File: config.mk
export PLATFORM = sky130hd
export DESIGN_NAME = lltd_cmd_fifo
export DESIGN_NICKNAME = d
export VERILOG_FILES = /design/src/rtl/lltd_pkg.sv /design/src/rtl/lltd_cmd_fifo.sv
export SDC_FILE = /design/constraint.sdc
export NUM_CORES = 1
export LEC_CHECK = 0
export BUFFER_PORTS_ARGS = -buffer_cell sky130_fd_sc_hd__buf_2
export CORE_MARGIN = 10
export CORE_UTILIZATION = 45
export DETAILED_ROUTE_END_ITERATION = 8
export GPL_TIMING_DRIVEN = 0
export PLACE_DENSITY = 0.72
export SYNTH_ARGS = -nofsm -noshare
export SYNTH_HDL_FRONTEND = slang
export SYNTH_SLANG_ARGS = --single-unit
File: constraint.sdc
create_clock -name clock -period 1.6 [get_ports clock]
set_clock_uncertainty 0.15 [all_clocks]
set_input_delay 0.08 -clock clock [delete_from_list [all_inputs] [get_ports clock]]
set_output_delay 0.08 -clock clock [all_outputs]
set_load 0.005 [all_outputs]
File: src/rtl/lltd_pkg.sv
`default_nettype none

package lltd_pkg;

   // Queue geometry
   localparam int NUM_QUEUES  = 4;
   localparam int QUEUE_DEPTH = 1024;
   localparam int TASK_BITS   = 16;

   localparam int QUEUE_BITS = (NUM_QUEUES > 1) ? $clog2(NUM_QUEUES) : 1;
   localparam int PTR_BITS   = $clog2(QUEUE_DEPTH);
   localparam int COUNT_BITS = $clog2(QUEUE_DEPTH + 1);
   localparam int ADDR_BITS  = QUEUE_BITS + PTR_BITS;
   localparam int MEM_WORDS  = 1 << ADDR_BITS;

   // Fixed field widths of the two channels
   localparam int TASK_ID_W   = 16;
   localparam int WORKER_W    = 2;
   localparam int QUSED_W     = 2;
   localparam int STATUS_W    = 2;
   localparam int OCC_W       = 11;
   localparam int REQ_TDATA_W = 24;
   localparam int RSP_TDATA_W = 32;

   // Command queue between the front and the back
   localparam int CMD_FIFO_DEPTH = 2;
   localparam int CMD_PTR_BITS   = $clog2(CMD_FIFO_DEPTH);
   localparam int CMD_CNT_BITS   = $clog2(CMD_FIFO_DEPTH + 1);

   // Operation codes carried in tuser
   localparam logic FUNC_PUSH = 1'b0;
   localparam logic FUNC_POP  = 1'b1;

   // Result status codes
   localparam logic [STATUS_W-1:0] STATUS_OK    = 2'd0;
   localparam logic [STATUS_W-1:0] STATUS_EMPTY = 2'd1;
   localparam logic [STATUS_W-1:0] STATUS_FULL  = 2'd2;

   // One decoded command as it travels from the front to the back
   typedef struct packed {
      logic                  is_pop;
      logic                  worker_ok;
      logic [QUEUE_BITS-1:0] queue;
      logic [WORKER_W-1:0]   worker;
      logic [TASK_BITS-1:0]  task_val;
   } cmd_type;

endpackage

`default_nettype wire

File: src/rtl/lltd_cmd_fifo.sv
`default_nettype none

module lltd_cmd_fifo
   import lltd_pkg::*;
(
   input  wire logic    clock,
   input  wire logic    reset,
   input  wire logic    in_valid,
   output logic         in_ready,
   input  wire cmd_type in_cmd,
   output logic         out_valid,
   input  wire logic    out_ready,
   output cmd_type      out_cmd
);

   cmd_type                 entry_ff [CMD_FIFO_DEPTH];
   logic [CMD_PTR_BITS-1:0] wr_ptr_ff, wr_ptr_in;
   logic [CMD_PTR_BITS-1:0] rd_ptr_ff, rd_ptr_in;
   logic [CMD_CNT_BITS-1:0] count_ff, count_in;
   logic                    push, pop;

   assign in_ready  = (count_ff != CMD_CNT_BITS'(CMD_FIFO_DEPTH));
   assign out_valid = (count_ff != '0);
   assign out_cmd   = entry_ff[rd_ptr_ff];
   assign push      = in_valid && in_ready;
   assign pop       = out_valid && out_ready;

   // Pointer and fill count update, with wrap at the queue depth.
   always_comb begin
      wr_ptr_in = wr_ptr_ff;
      rd_ptr_in = rd_ptr_ff;
      count_in  = count_ff;
      if (push) begin
         wr_ptr_in = (wr_ptr_ff == CMD_PTR_BITS'(CMD_FIFO_DEPTH - 1)) ? '0 : wr_ptr_ff + 1'b1;
      end
      if (pop) begin
         rd_ptr_in = (rd_ptr_ff == CMD_PTR_BITS'(CMD_FIFO_DEPTH - 1)) ? '0 : rd_ptr_ff + 1'b1;
      end
      if (push && !pop) begin
         count_in = count_ff + 1'b1;
      end else if (pop && !push) begin
         count_in = count_ff - 1'b1;
      end
   end

   always_ff @(posedge clock) begin
      if (reset) begin
         wr_ptr_ff <= '0;
         rd_ptr_ff <= '0;
         count_ff  <= '0;
      end else begin
         wr_ptr_ff <= wr_ptr_in;
         rd_ptr_ff <= rd_ptr_in;
         count_ff  <= count_in;
      end
   end

   always_ff @(posedge clock) begin
      if (push) begin
         entry_ff[wr_ptr_ff] <= in_cmd;
      end
   end

endmodule

`default_nettype wire

## Yosys cells after proc, flatten, opt, wreduce, memory -nomap -nowiden

Memory sizes are Yosys's and may differ from the RTL's. A register that Yosys moved wholly into a read port is not among the register bits.
Index checks and enable logic that the tools add are counted.
W data, S select, Z words.

| storage, ports and cells | value |
|---|---|
| register bits after elaboration | 4 |
| RAM bits | 44 |
| input port bits | 26 |
| output and inout bits | 24 |
| word-level logic and storage cells | 25 |
| memories | 1 |

Memories:

| memory | depth | bits a word | rd ports | clocked after memory_dff | write ports | line | RTL |
|---|---|---|---|---|---|---|---|
| entry_ff | 2 | 22 | 1 | 1 | 1 | lltd_cmd_fifo.sv:16 | `cmd_type entry_ff [CMD_FIFO_DEPTH];` |

| operators by class | value |
|---|---|
| add/subtract/negate cells | 4 |
| eq/ne operators | 1 |
| muxes and demuxes | 8 |
| reduce and logical (&&, ||, !) cells | 8 |

Operator list:

| operator | number |
|---|---|
| $mux W1 | 6 |
| $logic_and A1 B1 Y1 | 4 |
| $mux W2 | 2 |
| $reduce_bool A2 Y1 | 2 |
| $add A1 B1 Y1 const B | 2 |
| $add A2 B1 Y2 const B | 1 |
| $logic_not A1 Y1 | 2 |
| $ne A2 B2 Y1 const B | 1 |
| $sub A2 B1 Y2 const B | 1 |

## Depth between registers and ports, before layout

| logic depth | value |
|---|---|
| depth after elaboration | 6 |
| depth in mapped cells | 6 |
| mapped depth without buffers | 6 |

## Worst setup path before layout

Ideal clock, no wire load.

| timing path | value |
|---|---|
| path type | register to register |
| from | register count_ff[0] |
| to | memory entry_ff[1][0] (netlist bit) (enable) |
| library setup time | 381 ps |
| data arrival time | 1201 ps |
| required time | 1069 ps |
| slack | -131 ps |
| cell stages (with the launch flop) | 3 |
| path buffers | 0 |
| period minus slack after synthesis | 1731 ps |
| path through | dfxtp_1 > nand2b_1 > and3_1 |

| on the way | value |
|---|---|
| cells in the longest elaborated chain, start to end | 4 |

RTL lines:

| item | line | RTL |
|---|---|---|
| start: declaration | lltd_cmd_fifo.sv:19 | `logic [CMD_CNT_BITS-1:0] count_ff, count_in;` |
| start signal: assignment | lltd_cmd_fifo.sv:54 | `count_ff <= count_in;` |
| $ne A2 B2 Y1 | lltd_cmd_fifo.sv:22 | `assign in_ready = (count_ff != CMD_CNT_BITS'(CMD_FIFO_DEPTH));` |
| net in_ready | lltd_cmd_fifo.sv:9 | `output logic in_ready,` |
| $logic_and A1 B1 Y1 | lltd_cmd_fifo.sv:25 | `assign push = in_valid && in_ready;` |
| $mux W1 | lltd_cmd_fifo.sv:59 | `if (push) begin` |
| $mux W1 (not written as such) | lltd_cmd_fifo.sv:60 | `entry_ff[wr_ptr_ff] <= in_cmd;` |
| end: declaration | lltd_cmd_fifo.sv:16 |  |

The timed path passes the listed nets, and every way through them passes these cells.

## Worst setup path after layout

| timing path | value |
|---|---|
| from | register count_ff[0] |
| to | register count_ff[1] |

| on the way | value |
|---|---|
| cells in the longest elaborated chain, start to end | 5 |
| elaborated cells between the ends (all ways) | 13 |
| those cells by class | add/sub (2); eq/ne (1); mux (2); reduce/logical (8) |

RTL lines:

| item | line | RTL |
|---|---|---|
| $ne A2 B2 Y1 * | lltd_cmd_fifo.sv:22 |  |
| $logic_and A1 B1 Y1 * | lltd_cmd_fifo.sv:25 |  |
| net push | lltd_cmd_fifo.sv:20 | `logic push, pop;` |
| $logic_not A1 Y1 | lltd_cmd_fifo.sv:41 | `end else if (pop && !push) begin` |
| $logic_and A1 B1 Y1 | lltd_cmd_fifo.sv:41 |  |
| $reduce_bool A2 Y1 (no source line) | n/a |  |

Mark *: on every way through the listed nets, which the timed path passes. The rest lies on a longest branch. The select of a mux whose other input is x is not followed.
A chain may end at the register's enable or synchronous reset.

==> flow_summary.ini <==
[status]
status = finished with violations
violations = negative setup slack

[global_routing]
grt-ovfl-total = 0
grt_pass1_vias = 1191
grt_antenna_before_repair = 0
grt_max_degree = 23
grt_pass1_wl_mm = 5.69
gr-usage-all-layers = 0.103

[synth]
netlist_area_um2 = 1800
syn-instance-count = 92
syn_area_per_cell_um2 = 19.6
ys_warn_count = 0
yosysSeqAreaShare = 0.789
synth_cell_types = 17
ys_ff_latch = 49
synth_fp_nets = 119

[clock_tree]
clk_latency_ns = 0.29
clock-sinks = 49
numCtsBuffers = 5
cts_tree = yes
clk_pin_slew_ns = 0.08
cts_max_path_buffers = 2
cts_max_level = 2
root_buffer = clkbuf_8

[sta]
tightest_slew_ns = 0.528
setup_violations = 1
hold_violations = 0
fin_ws_ns = -0.0110
fin_crit_sh = 1.01
slew_viol_final = 0
relSlewSlack = 0.648
whs_ns = 0.0473
fmax_mhz = 621
rsz0062_at_grt = yes
fin_tns_setup_ns = -0.0110
finalCriticalPeriod_ns = 1.61

[layout]
diodes = 0
instances_no_fill = 227
layout_commonest_cell = buf_2
layout-drive-gt1-share = 0.547
fin_nets = 205
layout_common_cells = 49 x buf_2, 44 x edfxtp_1, 24 x dlygate4sd3_1, 22 x mux2_2
final_util = 0.675
num-fill-cells = 260
postLayoutCellArea_um2 = 2540
syn_to_final_growth_pct = 41.2

[setup_path]
r2r_slack_ns = -0.01
crit_buf_inv = 0
cpPeakStageDelay_ns = 0.37
arrival_ns = 1.69
reg2reg_from = count_ff[0]$_SDFFE_PP0P_
crit_path_top_delay_cell = dfxtp_4
endpoint_kind = register
cp_data_required_time_ns = 1.67
crit_chain = nand2b_4 -> and2_4 -> ha_4 -> xor2_2 -> or3_1 -> a21oi_1
startpoint = count_ff[0]$_SDFFE_PP0P_
path_max_fanout = 5
crit_type = reg2reg
start_kind = register
cp_top_family = simple AND/OR/NAND/NOR gates

[power_and_ir_drop]
peakVddDrop_mv = 0.818
p_leak_nw = 0.964
finalPower_mw = 3.43
p_per_area_nw_per_um2 = 1350

[min_path]
hp-start = out_ready
hold_class = in2reg

[place]
gp_congestion = 0.645
hpwl_mm = 2.29
dp_cells = 189
pre_cts_slack_ns = -0.153
portBuffers = 49
place_area_um2 = 2120

[job]
cap_violations = 0

[floorplan]
die_w_um = 83.3
dieHeight_um = 83.3
die_area_um2 = 6930
io_pins = 50
rows = 22
core_um2 = 3770
start_util = 0.478

[routing]
post_drt_wl_per_cell_um = 15.6
drt_iter0_drc = 65
viasPerCell = 4.69
drc = 0
ant_nets = 0
vias = 1065
drt_wl_total_mm = 3.54
dr.pass1.iters = 2
tightest hold or removal path, delay by kind of cell:
family / cells / cell delay [ns]
buffers and inverters: 1 / 0.11
xor gates and xnor gates: 1 / 0.09
AOI/OAI and AO/OA: 1 / 0.11
and+or+nand+nor: 1 / 0.07
cell families after synthesis:
group                      count (synthesis)  share of synthesized area
DFF                                       49                      0.789
muxes                                     22                      0.138
xor gates and xnor gates                   3                     0.0146
adders and majority gates                  1                    0.00694
and+or+nand+nor                            9                     0.0278
AOI/OAI and AO/OA                          5                     0.0167
buffers and inverters                      3                    0.00764
area by class of cell:
type / instances / area (um2) / share of cell area
tap: 48 / 60.1 / 0.0236
timing repair buffer: 78 / 523 / 0.206
sequential: 49 / 1430 / 0.562
timing repair inverter: 1 / 7.51 / 0.00295
multi-input combinational: 40 / 402 / 0.158
clock inverter: 2 / 15.0 / 0.00590
inverter: 1 / 7.51 / 0.00295
clock buffer: 6 / 72.6 / 0.0285
buffer: 2 / 26.3 / 0.0103
routing by layer:
layer,routed length (um),vias up,GRT usage,part of all wire
met3,219,7,0.0449,0.062
li1,-,521,-,-
met5,0,-,0,0
met4,63,0,0.0508,0.018
met1,1350,509,0.0998,0.38
met2,1900,28,0.182,0.54
registers in the layout (all words and copies together), names as in the netlist, named ones only:
signal,count
entry_ff,44
count_ff,2
rd_ptr_ff,1
wr_ptr_ff,1
worst paths after layout:
check                        endpoint  depth (start not counted)
min reg2reg                  register                          2
max          count_ff[1]$_SDFFE_PP0P_                          6
max reg2reg  count_ff[1]$_SDFFE_PP0P_                          6
min                          register                          4
synthesized netlist by cell type:
cell      instances  area, um2
or2_2             1       6.26
dfxtp_1           5        100
nor2_1            3       11.3
edfxtp_1         44       1320
or3_1             1       6.26
xor2_1            3       26.3
nand2b_1          1       6.26
and2_1            1       6.26
o21ai_0           2       10.0
inv_1             1       3.75
ha_1              1       12.5
nand3b_1          1       7.51
buf_2             2       10.0
a21bo_2           1       10.0
mux2_2           22        248
and3_1            1       6.26
a21oi_1           2       10.0
report_power, final:
group / switching, mW / internal (mW)
clock network: 0.382 / 0.308
logic: 0.448 / 0.585
registers: 0.0841 / 1.62
total: 0.913 / 2.51
timing repair:
action,4_1_cts,5_1_grt
buffers inserted,3,2
resized for setup,12,4
endpoints found under the setup margin,65,46
hold buffers,24,0
endpoints found under the hold margin,49,0
gates cloned,1,0
pin swaps,2,1
No activity file was read; power rests on OpenSTA's default activity.
