### config.mk
export PLATFORM = sky130hd
export DESIGN_NAME = lltd_front
export DESIGN_NICKNAME = d
export VERILOG_FILES = /design/src/rtl/lltd_pkg.sv /design/src/rtl/lltd_front.sv
export SDC_FILE = /design/constraint.sdc
export NUM_CORES = 1
export LEC_CHECK = 0
export BUFFER_PORTS_ARGS = -buffer_cell sky130_fd_sc_hd__buf_2
export CORE_MARGIN = 3
export CORE_UTILIZATION = 30
export CTS_CLUSTER_DIAMETER = 150
export DETAILED_ROUTE_END_ITERATION = 10
export PLACE_DENSITY_LB_ADDON = 0.08
export SYNTH_ARGS = -nofsm -noshare
export SYNTH_HDL_FRONTEND = slang
export SYNTH_SLANG_ARGS = --single-unit
export TNS_END_PERCENT = 1
### constraint.sdc
create_clock -name clock -period 1.15 [get_ports clock]
set_input_delay 0.115 -clock clock [delete_from_list [all_inputs] [get_ports clock]]
set_output_delay 0.115 -clock clock [all_outputs]
set_load 0.005 [all_outputs]
### src/rtl/lltd_pkg.sv
`default_nettype none

package lltd_pkg;

   // Queue geometry
   localparam int NUM_QUEUES  = 4;
   localparam int QUEUE_DEPTH = 1024;
   localparam int TASK_BITS   = 16;

   localparam int QUEUE_BITS = (NUM_QUEUES > 1) ? $clog2(NUM_QUEUES) : 1;
   localparam int PTR_BITS   = $clog2(QUEUE_DEPTH);
   localparam int COUNT_BITS = $clog2(QUEUE_DEPTH + 1);
   localparam int ADDR_BITS  = QUEUE_BITS + PTR_BITS;
   localparam int MEM_WORDS  = 1 << ADDR_BITS;

   // Fixed field widths of the two channels
   localparam int TASK_ID_W   = 16;
   localparam int WORKER_W    = 2;
   localparam int QUSED_W     = 2;
   localparam int STATUS_W    = 2;
   localparam int OCC_W       = 11;
   localparam int REQ_TDATA_W = 24;
   localparam int RSP_TDATA_W = 32;

   // Command queue between the front and the back
   localparam int CMD_FIFO_DEPTH = 2;
   localparam int CMD_PTR_BITS   = $clog2(CMD_FIFO_DEPTH);
   localparam int CMD_CNT_BITS   = $clog2(CMD_FIFO_DEPTH + 1);

   // Operation codes carried in tuser
   localparam logic FUNC_PUSH = 1'b0;
   localparam logic FUNC_POP  = 1'b1;

   // Result status codes
   localparam logic [STATUS_W-1:0] STATUS_OK    = 2'd0;
   localparam logic [STATUS_W-1:0] STATUS_EMPTY = 2'd1;
   localparam logic [STATUS_W-1:0] STATUS_FULL  = 2'd2;

   // One decoded command as it travels from the front to the back
   typedef struct packed {
      logic                  is_pop;
      logic                  worker_ok;
      logic [QUEUE_BITS-1:0] queue;
      logic [WORKER_W-1:0]   worker;
      logic [TASK_BITS-1:0]  task_val;
   } cmd_type;

endpackage

`default_nettype wire

### src/rtl/lltd_front.sv
`default_nettype none

module lltd_front
   import lltd_pkg::*;
(
   input  wire logic                   clock,
   input  wire logic                   reset,
   input  wire logic                   req_tvalid,
   output logic                        req_tready,
   input  wire logic [REQ_TDATA_W-1:0] req_tdata,
   input  wire logic                   req_tuser,
   output logic                        cmd_valid,
   input  wire logic                   cmd_ready,
   output cmd_type                     cmd
);

   logic    valid_ff, valid_in;
   cmd_type cmd_ff, cmd_in;
   logic    accept;

   logic [TASK_ID_W-1:0] task_id;
   logic [WORKER_W-1:0]  worker;

   assign task_id = req_tdata[TASK_ID_W-1:0];
   assign worker  = req_tdata[TASK_ID_W +: WORKER_W];

   // The stage takes a new item whenever it is empty or is being drained.
   assign req_tready = !valid_ff || cmd_ready;
   assign accept     = req_tvalid && req_tready;

   // Classify the item: operation, whether the worker names a real queue.
   always_comb begin
      cmd_in.is_pop    = (req_tuser == FUNC_POP);
      cmd_in.worker_ok = (int'(worker) < NUM_QUEUES);
      cmd_in.queue     = QUEUE_BITS'(worker);
      cmd_in.worker    = worker;
      cmd_in.task_val  = TASK_BITS'(task_id);
   end

   always_comb begin
      valid_in = valid_ff;
      if (accept) begin
         valid_in = 1'b1;
      end else if (cmd_ready) begin
         valid_in = 1'b0;
      end
   end

   always_ff @(posedge clock) begin
      if (reset) begin
         valid_ff <= 1'b0;
      end else begin
         valid_ff <= valid_in;
      end
   end

   always_ff @(posedge clock) begin
      if (accept) begin
         cmd_ff <= cmd_in;
      end
   end

   assign cmd_valid = valid_ff;
   assign cmd       = cmd_ff;

endmodule

`default_nettype wire

# After elaboration in Yosys (flattened, before gate mapping)

Index checks and enable logic that the tools add are counted.

Register bits: 20
Bits of input ports: 29
Output and inout port bits: 24
Word-level logic and storage cells: 10

Muxes and demuxes: 2
Reductions and logical operators: 4

Operators with widths:

| cell               | count |
|---|---|
| 1-bit 2-to-1 mux   | 2 |
| 2-bit nonzero test | 1 |
| 1-bit logical AND  | 1 |
| 1-bit zero test    | 1 |
| 1-bit logical OR   | 1 |

# Longest topological paths before layout

Word-level depth: 4
Mapped depth: 2
Depth with buffers taken out: 2

# Worst setup path before layout

Ideal clock, no wire load.

Path type: reg-to-reg
Start point: reg valid_ff (netlist: cmd_valid)
End point: reg cmd_ff, in the netlist cmd[0] (enable)
Setup time: 0.318 ns
Data arrival time: 0.666 ns
Data required time: 0.832 ns
Setup slack: 0.166 ns
Cell stages (with the launch flop): 3
Buffers on the path: 0
Clock period less this slack: 0.984 ns
Path through: dfxtp_1 nand2b_4 and2_4

Cells in the longest elaborated chain, start to end: 3

RTL lines:

| what                   | line             | text |
|---|---|---|
| from (decl)            | lltd_front.sv:17 | `logic valid_ff, valid_in;` |
| from (signal assigned) | lltd_front.sv:53 | `valid_ff <= valid_in;` |
| 1-bit zero test        | lltd_front.sv:28 | `assign req_tready = !valid_ff \|\| cmd_ready;` |
| 1-bit logical OR       | lltd_front.sv:28 |  |
| via req_tready         | lltd_front.sv:9  | `output logic req_tready,` |
| 1-bit logical AND      | lltd_front.sv:29 | `assign accept = req_tvalid && req_tready;` |
| via accept             | lltd_front.sv:19 | `logic accept;` |
| to (signal assigned)   | lltd_front.sv:59 | `cmd_ff <= cmd_in;` |
| to (decl)              | lltd_front.sv:18 | `cmd_type cmd_ff, cmd_in;` |

The timed path passes the listed nets, and every way through them passes these cells.
A chain may end at the register's enable or synchronous reset.

# Worst setup path after layout

Start point: reg valid_ff (netlist: cmd_valid)
End point: reg cmd_ff, in the netlist cmd[13] (enable)

Cells in the longest elaborated chain, start to end: 3

RTL lines:

| what              | line |
|---|---|
| 1-bit zero test   | lltd_front.sv:28 |
| 1-bit logical OR  | lltd_front.sv:28 |
| 1-bit logical AND | lltd_front.sv:29 |
| via accept        | lltd_front.sv:19 |

The timed path passes the listed nets, and every way through them passes these cells.

==> results_tabular.tex <==
\begin{tabular}{lr}
\hline
Metric & Value \\
\hline
\multicolumn{2}{l}{\textbf{Yosys}} \\
Post-synthesis cell type count & 8 \\
Synthesized netlist net count & 57 \\
Synthesized netlist cell count & 28 \\
Netlist Area Pre-Place & 652 sq um \\
Post-synthesis sequential area ratio & 90.6\% \\
Avg Cell Area, Syn & 23.3 sq um \\
Number of storage elements in the synthesis netlist & 20 \\
Yosys Warn Count & 0 \\
\multicolumn{2}{l}{\textbf{Detailed routing}} \\
Wirelength per Cell & 10.5 um \\
Number of routed nets with antenna violations & 0 \\
Detailed-route vias per instance & 3.79 \\
Total wirelength of the detailed-routed design & 1.27 mm \\
Count of unresolved DRC violations after routing & 0 \\
First-pass DRT Iterations & 2 \\
1st-iter DRT viols & 3 \\
Total via count in the routed design & 459 \\
\multicolumn{2}{l}{\textbf{Global route}} \\
Global routing usage summed across all routing layers & 9.64\% \\
Number of antenna violations at the first check in global routing & 0 \\
Largest net degree at the start of global routing & 20 \\
Number of global-route vias before repair & 427 \\
Global-route wire length before repair & 1.89 mm \\
Gr ovfl total & 0 \\
\multicolumn{2}{l}{\textbf{Floorplan}} \\
Core area & 2000 sq um \\
Boundary pin count & 53 \\
Placement row count & 16 \\
Width of the chip & 52.6 um \\
Die footprint & 2770 sq um \\
Chip height & 52.6 um \\
Effective utilization at floorplan & 32.6\% \\
\multicolumn{2}{l}{\textbf{Worst hold path}} \\
Hold/Removal Path Class & input port to flip-flop \\
\multicolumn{2}{l}{\textbf{Power}} \\
Fraction of power spent switching nets & 19.8\% \\
Sw power & 266 uW \\
Proportion of power drawn by the clock network & 24.0\% \\
Largest vdd supply drop & 0.731 mV \\
Register share of total power & 63.7\% \\
Int Power & 1080 uW \\
Power density cells & 1210 nW/um\^{}2 \\
Static leakage power & 0.000490 uW \\
Share of power burned in combinational logic & 12.2\% \\
\multicolumn{2}{l}{\textbf{Worst setup path}} \\
Endpoint arrival time on the critical path & 1.01 ns \\
Setup crit end kind & flip-flop \\
Critical path data required time & 1.14 ns \\
WS Path Type & flip-flop to flip-flop \\
Setup crit start kind & flip-flop \\
Crit Path Max Fanout & 19 \\
\multicolumn{2}{l}{\textbf{Timing}} \\
Share of the clock period used by the worst path after layout & 89.0\% \\
Final Slew Violations & 0 \\
Max Clock Skew & 0.000993 ns \\
Fmax & 978 MHz \\
Setup repair after global routing missed its margin & no \\
Aggregate negative setup slack & 0 ns \\
Hold Worst Slack & 0.0608 ns \\
Final hold viol count & 0 \\
Fin crit period & 1.02 ns \\
Number of failing setup endpoints in the final timing report & 0 \\
\multicolumn{2}{l}{\textbf{Final layout}} \\
Layout net count & 124 \\
Area taken by flip-flops and latches & 591 sq um \\
Ant diodes & 0 \\
Fraction of final layout cells with drive strength greater than 1 & 54.3\% \\
Area occupied by multi-input gates & 35.0 sq um \\
Fillers & 180 \\
Non-filler cells, final & 121 \\
Area Overhead vs Synth & 71.0\% \\
\multicolumn{2}{l}{\textbf{Placement}} \\
Post-DP HPWL & 851 um \\
Number of port buffers & 45 \\
Cell Count Post-Placement & 97 \\
RD Place Congestion & 0.619 \\
\multicolumn{2}{l}{\textbf{Clock tree}} \\
Num CTS Buffers & 3 \\
Postcts setup bufs & 0 \\
Clock buffer depth & 2 \\
TritonCTS clock tree & done \\
Clock transition at path regs & 0.10 ns \\
Root Driver & sky130\_fd\_sc\_hd\_\_clkbuf\_4 \\
Clock latency of the later-clocked register in the worst-skew pair & 0.29 ns \\
Level count of the clock H-tree & 1 \\
Total number of clock tree sinks & 20 \\
\multicolumn{2}{l}{\textbf{Status}} \\
Status & finished, final reports clean \\
\multicolumn{2}{l}{\textbf{Job}} \\
Max-cap violation count & 0 \\
\hline
\end{tabular}
## metal layers
layer  vias to the layer above  part of all wire (%)  track usage [%]
li1                        231                     -                -
met2                        26                    52             16.1
met4                         0                     0             5.11
met3                         0                    10             2.56
met5                         -                     0                0
met1                       202                    37             11.2
## per-stage QoR
stage / util (%) / area (sq um) / total power (uW) / setup WS (ns)
after floorplan: - / 652 / 913 / 0.166
after global placement: 44.4 / 888 / 988 / 0.125
after detailed placement: 44.4 / 888 / 990 / 0.124
after CTS: 55.7 / 1110 / 1360 / 0.114
after global routing: 55.7 / 1110 / 1420 / 0.0776
final: 55.7 / 1110 / 1340 / 0.127
## kinds of logic (layout without fill, tap and decap cells)
group | after synthesis | after routing | synth area share [%]
buf+inv | 4 | 70 | 4.03
other cells | 1 | 1 | 0.575
compound gates | 1 | 1 | 1.34
flops | 20 | 20 | 90.6
simple gates | 2 | 2 | 3.45
## registers in the layout, indices dropped and copies added (netlist names)
register	cells
cmd	19
cmd_valid	1
## cell usage in the layout, fill, tap and decap left out
master,instances
sky130_fd_sc_hd__buf_2,45
sky130_fd_sc_hd__dlygate4sd3_1,20
sky130_fd_sc_hd__edfxtp_1,19
sky130_fd_sc_hd__clkbuf_4,3
sky130_fd_sc_hd__nand2b_4,1
sky130_fd_sc_hd__and2_4,1
sky130_fd_sc_hd__inv_1,1
sky130_fd_sc_hd__a21oi_2,1
sky130_fd_sc_hd__conb_1,1
sky130_fd_sc_hd__clkinv_1,1
sky130_fd_sc_hd__dfxtp_1,1
## worst max-delay path, cell delays in order (launching register included)
cell,delay (ns)
sky130_fd_sc_hd__dfxtp_1,0.34
sky130_fd_sc_hd__nand2b_4,0.08
sky130_fd_sc_hd__and2_4,0.30
## power by group through the flow
stage | combinational, uW | clock, uW | sequential, uW
after detailed placement | 115 | 0 | 874
final | 164 | 323 | 857
after CTS | 167 | 339 | 858
after floorplan | 31.1 | 0 | 882
after global routing | 182 | 375 | 861
after global placement | 115 | 0 | 873
## synthesized netlist by cell type
cell type | instances | share of area, %
sky130_fd_sc_hd__a21oi_2 | 1 | 1.3
sky130_fd_sc_hd__and2_4 | 1 | 1.3
sky130_fd_sc_hd__buf_4 | 3 | 3.5
sky130_fd_sc_hd__conb_1 | 1 | 0.58
sky130_fd_sc_hd__dfxtp_1 | 1 | 3.1
sky130_fd_sc_hd__edfxtp_1 | 19 | 88
sky130_fd_sc_hd__inv_1 | 1 | 0.58
sky130_fd_sc_hd__nand2b_4 | 1 | 2.1
## layout make-up
| cell class | count | share of cell area (%) |
|---|---|---|
| timing repair buffer | 65 | 38.2 |
| clock buffer | 3 | 2.02 |
| tap | 27 | 3.03 |
| multi-input combinational | 4 | 3.14 |
| sequential | 20 | 53.0 |
| inverter | 1 | 0.337 |
| clock inverter | 1 | 0.337 |
## what timing repair did
action                                 4_1_cts  5_1_grt
resized for setup                            0        0
hold buffers                                20        0
endpoints found under the hold margin       20        0
## final timing paths
check,start,end,slack [ns],cells after the start
min reg2reg,cmd_valid,cmd_valid,0.50,2
min,req_tvalid,cmd_valid,0.06,3
max reg2reg,cmd_valid,cmd[13],0.13,2
max,cmd_valid,cmd[13],0.13,2
(Power assumes the default switching activity.)
